===== src/design/ptw_pkg.sv =====
`default_nettype none

package ptw_pkg;

  localparam int unsigned VaWidth    = 39;
  localparam int unsigned PteWidth   = 64;
  localparam int unsigned PaWidth    = 56;
  localparam int unsigned PpnWidth   = 44;
  localparam int unsigned IdxWidth   = 9;
  localparam int unsigned VpnWidth   = 27;
  localparam int unsigned PageShift  = 12;
  localparam int unsigned PteShift   = 3;
  localparam int unsigned PpnLsb     = 10;
  localparam int unsigned PteValidBit = 0;
  localparam int unsigned PteUserBit  = 4;

  localparam logic CMD_TRANSLATE = 1'b0;
  localparam logic CMD_RESPONSE  = 1'b1;

  localparam logic KIND_MEM_REQ = 1'b0;
  localparam logic KIND_DONE    = 1'b1;

  localparam logic [1:0] LEVEL_0 = 2'd0;
  localparam logic [1:0] LEVEL_1 = 2'd1;
  localparam logic [1:0] LEVEL_2 = 2'd2;

  localparam logic REG_ROOT_PPN   = 1'b0;
  localparam logic REG_USER_CHECK = 1'b1;

  typedef enum logic [1:0] {
    STATUS_OK    = 2'd0,
    STATUS_FAULT = 2'd1,
    STATUS_PROTO = 2'd2
  } status_e;

  typedef struct packed {
    logic       load_va;
    logic       load_out;
    logic       use_root;
    logic [1:0] idx_level;
    logic       kind;
    status_e    status;
    logic       pa_en;
  } ptw_cmd_t;

  typedef struct packed {
    logic out_valid;
    logic va_high;
    logic pte_valid;
    logic pte_user_ok;
  } ptw_sts_t;

endpackage

`default_nettype wire


===== src/design/ptw_ctrl.sv =====
`default_nettype none

module ptw_ctrl
  import ptw_pkg::*;
(
  input  wire logic     clk_i,
  input  wire logic     rst_ni,
  input  wire logic     in_valid_i,
  output logic          in_ready_o,
  input  wire logic     cmd_i,
  input  wire logic     out_ready_i,
  input  wire ptw_sts_t sts_i,
  output ptw_cmd_t      cmd_o
);

  typedef enum logic [3:0] {
    ST_IDLE = 4'b0001,
    ST_L2   = 4'b0010,
    ST_L1   = 4'b0100,
    ST_L0   = 4'b1000
  } walk_state_e;

  walk_state_e state_q, state_d;
  logic        fire;

  // A new item may enter whenever the output register is empty or drains now.
  assign in_ready_o = !sts_i.out_valid || out_ready_i;
  assign fire       = in_valid_i && in_ready_o;

  always_comb begin
    state_d         = state_q;
    cmd_o           = '0;
    cmd_o.load_out  = fire;
    cmd_o.kind      = KIND_DONE;
    cmd_o.status    = STATUS_PROTO;
    cmd_o.idx_level = LEVEL_2;
    if (fire) begin
      if (cmd_i == CMD_TRANSLATE) begin
        if (state_q != ST_IDLE) begin
          cmd_o.status = STATUS_PROTO;
        end else if (sts_i.va_high) begin
          cmd_o.status = STATUS_FAULT;
        end else begin
          cmd_o.load_va   = 1'b1;
          cmd_o.use_root  = 1'b1;
          cmd_o.idx_level = LEVEL_2;
          cmd_o.kind      = KIND_MEM_REQ;
          cmd_o.status    = STATUS_OK;
          state_d         = ST_L2;
        end
      end else begin
        case (state_q)
          ST_IDLE: begin
            cmd_o.status = STATUS_PROTO;
          end
          ST_L2, ST_L1: begin
            if (!sts_i.pte_valid) begin
              cmd_o.status = STATUS_FAULT;
              state_d      = ST_IDLE;
            end else begin
              cmd_o.kind      = KIND_MEM_REQ;
              cmd_o.status    = STATUS_OK;
              cmd_o.idx_level = (state_q == ST_L2) ? LEVEL_1 : LEVEL_0;
              state_d         = (state_q == ST_L2) ? ST_L1 : ST_L0;
            end
          end
          ST_L0: begin
            state_d = ST_IDLE;
            if (!sts_i.pte_valid || !sts_i.pte_user_ok) begin
              cmd_o.status = STATUS_FAULT;
            end else begin
              cmd_o.status = STATUS_OK;
              cmd_o.pa_en  = 1'b1;
            end
          end
          default: begin
            state_d = ST_IDLE;
          end
        endcase
      end
    end
  end

  always_ff @(posedge clk_i or negedge rst_ni) begin
    if (!rst_ni) begin
      state_q <= ST_IDLE;
    end else begin
      state_q <= state_d;
    end
  end

endmodule

`default_nettype wire


===== src/design/ptw_dpath.sv =====
`default_nettype none

module ptw_dpath
  import ptw_pkg::*;
(
  input  wire logic                  clk_i,
  input  wire logic                  rst_ni,
  input  wire logic                  cfg_we_i,
  input  wire logic                  cfg_index_i,
  input  wire logic [PpnWidth-1:0]   cfg_wdata_i,
  input  wire logic [VaWidth-1:0]    va_i,
  input  wire logic [PteWidth-1:0]   read_data_i,
  input  wire logic                  out_ready_i,
  input  wire ptw_cmd_t              cmd_i,
  output ptw_sts_t                   sts_o,
  output logic                       out_valid_o,
  output logic                       kind_o,
  output logic [PaWidth-1:0]         mem_addr_o,
  output logic [1:0]                 status_o,
  output logic [PaWidth-1:0]         pa_o
);

  logic [PpnWidth-1:0] root_ppn_q;
  logic                user_check_q;
  logic [VpnWidth-1:0] vpn_q;
  logic                out_valid_q, out_valid_d;
  logic                kind_q;
  logic [PaWidth-1:0]  mem_addr_q, mem_addr_d;
  status_e             status_q;
  logic [PaWidth-1:0]  pa_q, pa_d;
  logic [PpnWidth-1:0] pte_ppn;
  logic [PpnWidth-1:0] base_ppn;
  logic [IdxWidth-1:0] idx;

  assign pte_ppn = read_data_i[PpnLsb +: PpnWidth];

  assign sts_o.out_valid   = out_valid_q;
  assign sts_o.va_high     = va_i[VaWidth-1];
  assign sts_o.pte_valid   = read_data_i[PteValidBit];
  assign sts_o.pte_user_ok = !user_check_q || read_data_i[PteUserBit];

  always_comb begin
    base_ppn = cmd_i.use_root ? root_ppn_q : pte_ppn;
    case (cmd_i.idx_level)
      LEVEL_0: idx = vpn_q[0 +: IdxWidth];
      LEVEL_1: idx = vpn_q[IdxWidth +: IdxWidth];
      default: idx = vpn_q[2*IdxWidth +: IdxWidth];
    endcase
    // The first read uses the index of the address arriving in this transfer.
    if (cmd_i.use_root) begin
      idx = va_i[PageShift + 2*IdxWidth +: IdxWidth];
    end
    mem_addr_d = (cmd_i.kind == KIND_MEM_REQ) ? {base_ppn, idx, {PteShift{1'b0}}} : '0;
    pa_d       = cmd_i.pa_en ? {pte_ppn, {PageShift{1'b0}}} : '0;
  end

  always_comb begin
    out_valid_d = out_valid_q;
    if (cmd_i.load_out) begin
      out_valid_d = 1'b1;
    end else if (out_ready_i) begin
      out_valid_d = 1'b0;
    end
  end

  always_ff @(posedge clk_i or negedge rst_ni) begin
    if (!rst_ni) begin
      root_ppn_q   <= '0;
      user_check_q <= 1'b1;
      vpn_q        <= '0;
      out_valid_q  <= 1'b0;
    end else begin
      out_valid_q <= out_valid_d;
      if (cfg_we_i) begin
        if (cfg_index_i == REG_ROOT_PPN) begin
          root_ppn_q <= cfg_wdata_i;
        end else begin
          user_check_q <= cfg_wdata_i[0];
        end
      end
      if (cmd_i.load_va) begin
        vpn_q <= va_i[PageShift +: VpnWidth];
      end
    end
  end

  always_ff @(posedge clk_i) begin
    if (cmd_i.load_out) begin
      kind_q     <= cmd_i.kind;
      mem_addr_q <= mem_addr_d;
      status_q   <= cmd_i.status;
      pa_q       <= pa_d;
    end
  end

  assign out_valid_o = out_valid_q;
  assign kind_o      = kind_q;
  assign mem_addr_o  = mem_addr_q;
  assign status_o    = status_q;
  assign pa_o        = pa_q;

endmodule

`default_nettype wire


===== src/design/three_level_page_table_walker_core.sv =====
// Sv39 page table walker.
// Input channel (in_valid_i/in_ready_o) carries either a translate request
// (cmd_i = 0, va_i) or a memory response carrying one page table entry
// (cmd_i = 1, read_data_i). Every input transfer yields exactly one result
// on the output channel (out_valid_o/out_ready_i): either a read request for
// the next entry (kind_o = 0, mem_addr_o) or a finished translation
// (kind_o = 1, status_o, pa_o).
// Each item is decoded in the cycle it is accepted and its result appears in
// the output register in the cycle after; one item per cycle is sustained
// while results are taken; a full walk takes three memory round trips.
// The input stays ready while the output register is empty or being drained
// in the same cycle; when the receiver stalls, the held result blocks further
// input until it is taken.
// Configuration writes (cfg_we_i, cfg_index_i: 0 root page number,
// 1 user-bit check enable) take effect at the next clock edge and are meant
// for idle periods. Reset leaves the walker idle with root page number 0 and
// the user-bit check enabled.
`default_nettype none

module three_level_page_table_walker_core
  import ptw_pkg::*;
(
  input  wire logic                clk_i,
  input  wire logic                rst_ni,
  input  wire logic                cfg_we_i,
  input  wire logic                cfg_index_i,
  input  wire logic [PpnWidth-1:0] cfg_wdata_i,
  input  wire logic                in_valid_i,
  output logic                     in_ready_o,
  input  wire logic                cmd_i,
  input  wire logic [VaWidth-1:0]  va_i,
  input  wire logic [PteWidth-1:0] read_data_i,
  output logic                     out_valid_o,
  input  wire logic                out_ready_i,
  output logic                     kind_o,
  output logic [PaWidth-1:0]       mem_addr_o,
  output logic [1:0]               status_o,
  output logic [PaWidth-1:0]       pa_o
);

  ptw_cmd_t ctrl_cmd;
  ptw_sts_t dp_sts;

  ptw_ctrl u_ctrl (
    .clk_i       (clk_i),
    .rst_ni      (rst_ni),
    .in_valid_i  (in_valid_i),
    .in_ready_o  (in_ready_o),
    .cmd_i       (cmd_i),
    .out_ready_i (out_ready_i),
    .sts_i       (dp_sts),
    .cmd_o       (ctrl_cmd)
  );

  ptw_dpath u_dpath (
    .clk_i       (clk_i),
    .rst_ni      (rst_ni),
    .cfg_we_i    (cfg_we_i),
    .cfg_index_i (cfg_index_i),
    .cfg_wdata_i (cfg_wdata_i),
    .va_i        (va_i),
    .read_data_i (read_data_i),
    .out_ready_i (out_ready_i),
    .cmd_i       (ctrl_cmd),
    .sts_o       (dp_sts),
    .out_valid_o (out_valid_o),
    .kind_o      (kind_o),
    .mem_addr_o  (mem_addr_o),
    .status_o    (status_o),
    .pa_o        (pa_o)
  );

endmodule

`default_nettype wire

===== config.mk =====
export PLATFORM = sky130hd
export DESIGN_NAME = three_level_page_table_walker_core
export DESIGN_NICKNAME = d
export VERILOG_FILES = /design/src/design/ptw_pkg.sv /design/src/design/ptw_ctrl.sv /design/src/design/ptw_dpath.sv /design/src/design/three_level_page_table_walker_core.sv
export SDC_FILE = /design/constraint.sdc
export NUM_CORES = 1
export LEC_CHECK = 0
export BUFFER_PORTS_ARGS = -buffer_cell sky130_fd_sc_hd__buf_2
export CORE_UTILIZATION = 45
export CTS_CLUSTER_SIZE = 40
export DETAILED_ROUTE_END_ITERATION = 10
export PLACE_DENSITY = 0.75
export SKIP_CTS_REPAIR_TIMING = 1
export SYNTH_ARGS = -nofsm -noshare
export SYNTH_HDL_FRONTEND = slang
export SYNTH_SLANG_ARGS = --single-unit

===== constraint.sdc =====
create_clock -name clk_i -period 4.1 [get_ports clk_i]
set_input_delay 0.615 -clock clk_i [delete_from_list [all_inputs] [get_ports clk_i]]
set_output_delay 0.615 -clock clk_i [all_outputs]
set_load 0.01 [all_outputs]

# Word-level counts from Yosys, hierarchy flattened
# Cells that the tools add are included.
# op_classes
n_bitwise,1
n_reduce_logical,14
n_eq_ne,9
n_mux,31
# ops
operator,n
2-to-1 mux 44 bit,1
2-to-1 mux 4 bit,7
one-hot mux 9 bit (2 select lines),1
2-to-1 mux 1 bit,14
2-to-1 mux 9 bit,1
one-hot mux 4 bit (2 select lines),1
2-to-1 mux 7 bit,1
2-to-1 mux 3 bit,2
"!= test 2 bit, second input constant",3
2-to-1 mux 5 bit,1
"equality test 4 x 1 -> 1 bit, second input constant",1
"equality test 4 x 2 -> 1 bit, second input constant",1
"equality test 4 x 3 -> 1 bit, second input constant",1
"equality test 4 bit, second input constant",1
zero test 1 bit,4
"!= test 4 x 1 -> 1 bit, second input constant",1
one-hot mux 2 bit (2 select lines),1
AND reduction 2 bit,2
AND reduction 4 bit,1
logical OR 1 bit,3
"equality test 2 x 1 -> 1 bit, second input constant",1
zero test 2 bit,1
2-to-1 mux 2 bit,1
nonzero test 2 bit,1
other kinds (3),3
# word_totals
reg_bits,192
wordCells,66
input_bits,154
out_inout_bits,117

# Depth between registers and ports, before layout
# logic_depth
depth_word,11
mapped_depth,7
depth_no_buf,4

# Modules after synthesis
# Synthesis repeated with hierarchy kept, for this count alone.
# hier_totals
cells_unflattened,507
hier_area_um2,7613.6
# by_module_without_submodules
mod,area_each_um2,cells_each,n_inst,seq_area_each_um2
ptw_dpath,7262.0,465,1,4830.9
ptw_ctrl,351.6,42,1,101.3

# Worst setup path before layout
# Ideal clock, no wire load.
# synth_timing
path_kind,input port to flip-flop
startpoint,input out_ready_i
endpoint,"register u_dpath.kind_q, in the netlist u_dpath.kind_o (enable)"
setup_slack_ns,0.690
t_arrival_ns,2.956
setup_time_ns,0.454
cell_stages,3
required_time_ns,3.646
n_path_buf,0
path_cell_list,nand2b_1 -> nand2_1 -> inv_1
# synth_rtl
item,line_no,rtl
start: declaration,three_level_page_table_walker_core.sv:34,"input wire logic out_ready_i,"
end signal: assignment,ptw_dpath.sv:89,kind_q <= cmd_i.kind;
end: declaration,ptw_dpath.sv:27,logic kind_q;

# Worst setup path after layout
# layout_timing
startpoint,register u_ctrl.state_q[2]
endpoint,"register u_dpath.mem_addr_q[14], in the netlist u_dpath.mem_addr_o[14], data pin"
# layout_via
elab_chain_len,5
word_cells_on_any_way,10
cone_classes,eq/ne (3); mux (6); reduce/logical (1)
# layout_lines
item,line_no,rtl
start: declaration,ptw_ctrl.sv:23,"walk_state_e state_q, state_d;"
start signal: assignment,ptw_ctrl.sv:88,state_q <= state_d;
"!= test 4 x 1 -> 1 bit, or another cell as far along",ptw_ctrl.sv:39,if (state_q != ST_IDLE) begin
2-to-1 mux 4 bit / OR reduction 2 bit (equally long branches),"ptw_ctrl.sv:39, ptw_ctrl.sv:52",
2-to-1 mux 1 bit / 2-to-1 mux 3 bit (equally long branches),"ptw_ctrl.sv:38, ptw_ctrl.sv:52",
2-to-1 mux 7 bit (*),ptw_ctrl.sv:37,if (fire) begin
2-to-1 mux 44 bit / 2-to-1 mux 7 bit (equally long branches),"ptw_dpath.sv:43, ptw_ctrl.sv:37",
end signal: assignment,ptw_dpath.sv:90,mem_addr_q <= mem_addr_d;
end: declaration,ptw_dpath.sv:28,"logic [PaWidth-1:0] mem_addr_q, mem_addr_d;"
# Every way passes the cells marked *; elsewhere a longest branch is shown, timed or not.
# A chain may end at the register's enable or synchronous reset.

==> results.txt <==
The run finished with clean final reports. The worst-path cell with the longest stage delay is sky130_fd_sc_hd__and2_2. TritonCTS built the clock tree.

The die span in y came out at 124.5 um. The last weighted congestion value of the routability-driven placer is between 0.7 and 0.8. The final layout contains 801 nets. The number of global-route vias before repair is approximately 4600. The share of total power dissipated in sequential elements is 49.1%. The core area is 0.01459 mm2.

The final total negative setup slack came out at 0 ns. The number of routed nets with antenna violations is 0. After synthesis, the mean cell area works out to about 16 um2. At the pin with the least slew margin, the transition time is around 1.0 ns.

The static leakage came out at between 3 and 4 nW. In the routed design, unresolved DRC markers number 0. The site row count came out at 44. The upper clock frequency limit is about 450 MHz. The total routing usage reported by global routing is 20.16%. The max-capacitance violation count is 0.

The largest single stage delay on the critical path is ~0.76 ns. The critical path goes through nor2b_1, o21a_1, and2_2, a22o_1. The largest clock skew in the final design is 0.01093 ns. The biggest area contributor in the post-synthesis netlist is sky130_fd_sc_hd__edfxtp_1. The analysis attributes to net switching a power of slightly below 0.001 W. The number of synthesis warnings came out at 0. The number of clock buffers inserted by TritonCTS is 17.

The cell sitting at the root of the clock tree is a sky130_fd_sc_hd__clkbuf_16. The clock latency of the later-clocked register in the worst-skew pair came out at ~0.42 ns. The number of clock sinks seen by CTS is 168. The worst setup path is launched from a flip-flop. The CTS clock-pin slew for the worst setup and hold paths is 0.07 ns.

After layout, the worst path uses 53.79% of the clock period. The switching power as a share of total power is around 23%. The flip-flop and latch count after synthesis is ~170. The critical-path maximum fanout is 44.

The first-pass GRT wire length is about 24 mm. The die is ~120 um wide. The cell-internal power is between 0.003 and 0.004 W.

After the first detailed-routing iteration, the DRC count stood at 240. In the post-synthesis netlist, the cell with the most instances is sky130_fd_sc_hd__edfxtp_1. The most frequently used flop master after synthesis is sky130_fd_sc_hd__edfxtp_1.

After detailed routing, the average wire length per cell comes to 17.74 um. The die covers 0.01549 mm2. The required time of the worst setup path is roughly 4.4 ns.

The combinational fraction of design power came out at 10.6%. Entering global routing, the biggest net connects 83 pins. Summing internal, switching and leakage power gives between 0.004 and 0.005 W. The share of synthesized registers carrying an async set or reset came out at roughly 40%.

The initial antenna violation count is 2. The path type of the worst setup path is flip-flop to flip-flop. The worst-case IR drop observed on VDD is 0.2584 mV. For this configuration, the core starts out at a cell density of 46.26%. The core utilization of the finished layout came out at 59.26%. Dividing the detail-routed via count by the number of cells gives 5.347.

The worst hold path belongs to the class primary input to async pin. The count of input and output buffers came out at approximately 230. The headroom to the max-slew limit is 30.02%.

By count the netlist is led by 100 x sky130_fd_sc_hd__edfxtp_1, 66 x sky130_fd_sc_hd__dfrtp_1, 46 x sky130_fd_sc_hd__mux2_2, 44 x sky130_fd_sc_hd__and3_1, 43 x sky130_fd_sc_hd__a22o_1. The area share of the leading cell type in the synthesized netlist came out at about 44%. The endpoint arrival time on the critical path came out at 2.48 ns. The count of final max-slew check failures is 0. Setup repair after global routing left no endpoint under its margin. Compared with the post-synthesis result, the final layout area differs by 28.11%.

The distinct cell type count after synthesis is 37. The count of vias placed by the detailed router came out at 4518. The number of fillers in the final layout came out at around 1200. The estimated wirelength of the detail-placed design came out at 10.11 mm.

Global routing finished with a remaining overflow of 0. The total iterations of the first detailed-routing run came out at 4. The maximum buffer depth of the clock tree came out at 2. The minimum clock period after layout is 2.205 ns. The cell count after synthesis came out at roughly 430. Sequential elements use 69.74% of the synthesized area. The number of buffers and inverters on the critical path came out at 0. The final number of hold-violating endpoints was 0. The number of top-level design ports came out at 271. The detailed-route wire length is 14.99 mm. Sorting the synthesized cells by area gives the leading types as sky130_fd_sc_hd__edfxtp_1 44%, sky130_fd_sc_hd__dfrtp_1 24%, sky130_fd_sc_hd__mux2_2 7.7%. The relative contribution of the clock network to total power came out at 40.3%.

The fraction of final layout cells with drive strength greater than 1 came out at 48.79%. Counting flops with a built-in enable in the synthesized netlist gives 100. The H-tree was split into 4 levels. The cell area after technology mapping came out at 0.006749 mm2. The worst setup path is captured at a flip-flop. The total setup violations reported at the end of the flow is 0. The cell area power density came out at about 500 mW/mm2.

Grouping stages by cell kind, the critical path spends the most delay in simple AND/OR/NAND/NOR gates.
[cells in the final DEF (no fill, tap or decap), types with 2 or more instances in the layout]
cell type                    netlist  final
sky130_fd_sc_hd__dfrtp_1          66     66
sky130_fd_sc_hd__a22oi_1           9      9
sky130_fd_sc_hd__clkinvlp_4        0      4
sky130_fd_sc_hd__nand2b_1          2      2
sky130_fd_sc_hd__bufinv_16         0      5
sky130_fd_sc_hd__inv_6             0      2
sky130_fd_sc_hd__mux2_2           46     46
sky130_fd_sc_hd__clkinv_2          0      3
sky130_fd_sc_hd__edfxtp_1        100    100
sky130_fd_sc_hd__a32o_1            2      2
sky130_fd_sc_hd__nor2_1            4      4
sky130_fd_sc_hd__and3_1           44     44
sky130_fd_sc_hd__o2bb2ai_1         8      8
sky130_fd_sc_hd__a21oi_1           3      3
sky130_fd_sc_hd__mux2_1           17     17
sky130_fd_sc_hd__nand2_1           8      8
sky130_fd_sc_hd__nor2b_1           5      4
sky130_fd_sc_hd__a22o_1           43     43
sky130_fd_sc_hd__nand3_1           2      2
sky130_fd_sc_hd__buf_2            11    224
sky130_fd_sc_hd__conb_1            1     15
sky130_fd_sc_hd__dfstp_2           2      2
sky130_fd_sc_hd__o21ai_0           2      2
sky130_fd_sc_hd__clkbuf_16         0     17
sky130_fd_sc_hd__buf_4            18     10
[cell families (layout without fill, tap and decap cells)]
kind of cell | after synthesis | after routing | synth area share [%]
AO/OA/AOI/OAI | 72 | 72 | 8.899
XOR/XNOR | 1 | 1 | 0.1298
buffers and inverters | 48 | 268 | 3.875
flip-flops | 168 | 168 | 69.74
multiplexers | 63 | 63 | 10.51
other | 1 | 16 | 0.05556
AND/OR/NAND/NOR | 73 | 73 | 6.785
[layout make-up]
class / instances / area (um2) / area share, %
Tap cell: 184 / 230.2 / 2.663
Multi-Input combinational cell: 224 / 1851 / 21.40
Inverter: 2 / 10.01 / 0.1158
Sequential cell: 168 / 4707 / 54.44
Clock buffer: 17 / 425.4 / 4.920
Antenna cell: 1 / 2.502 / 0.02894
Clock inverter: 15 / 224.0 / 2.590
Timing Repair Buffer: 234 / 1196 / 13.84
[power by group through the flow]
| stage | clock, W | sequential (W) | combinational (W) |
|---|---|---|---|
| after detailed placement | 0 | 0.00215 | 0.000462 |
| after global placement | 0 | 0.00214 | 0.000445 |
| after floorplan | 0 | 0.00215 | 0.000271 |
| final | 0.00174 | 0.00212 | 0.000457 |
| after CTS | 0.00178 | 0.00212 | 0.000465 |
| after global routing | 0.00184 | 0.00215 | 0.000505 |
[state kept, by name (all words and copies together) (netlist names)]
name,count
u_dpath.mem_addr_o,53
u_dpath.pa_o,44
u_dpath.root_ppn_q,44
u_dpath.vpn_q,18
u_ctrl.state_q,4
u_dpath.status_o,2
u_dpath.kind_o,1
u_dpath.out_valid_o,1
u_dpath.user_check_q,1
[per-stage QoR]
step / setup slack (ns) / instance area (um2) / hold WS [ns] / std cells
final: 1.895 / 8646 / 0.3181 / 845
after global placement: 1.619 / 7994 / 0.4682 / 812
after detailed placement: 1.564 / 7994 / 0.4748 / 812
after global routing: 1.713 / 8646 / 0.3774 / 845
after floorplan: 0.6903 / 6802 / 0.3194 / 440
after CTS: 1.880 / 8643 / 0.3318 / 844
[metal layers]
metal	track usage (%)	part of all wire (%)	vias up
met3	6.229	7.8	18
met4	6.591	1.4	0
met2	33.90	50	233
li1	-	-	2045
met1	24.67	41	2222
met5	0	0	-
[path summary, 6_finish.rpt]
check | from | end | slack, ns | depth (start not counted)
min in group clk_i | va_i[25] | u_dpath.vpn_q[13] | 0.40 | 2
max reg2reg | u_ctrl.state_q[2] | u_dpath.mem_addr_o[14] | 1.89 | 4
min | rst_ni | u_dpath.out_valid_o | 0.32 | 1
max | u_ctrl.state_q[2] | u_dpath.mem_addr_o[14] | 1.89 | 4
min reg2reg | u_dpath.vpn_q[5] | u_dpath.vpn_q[5] | 0.48 | 1
max in group asynchronous | rst_ni | u_dpath.root_ppn_q[14] | 3.21 | 1
(Power assumes the default switching activity.)
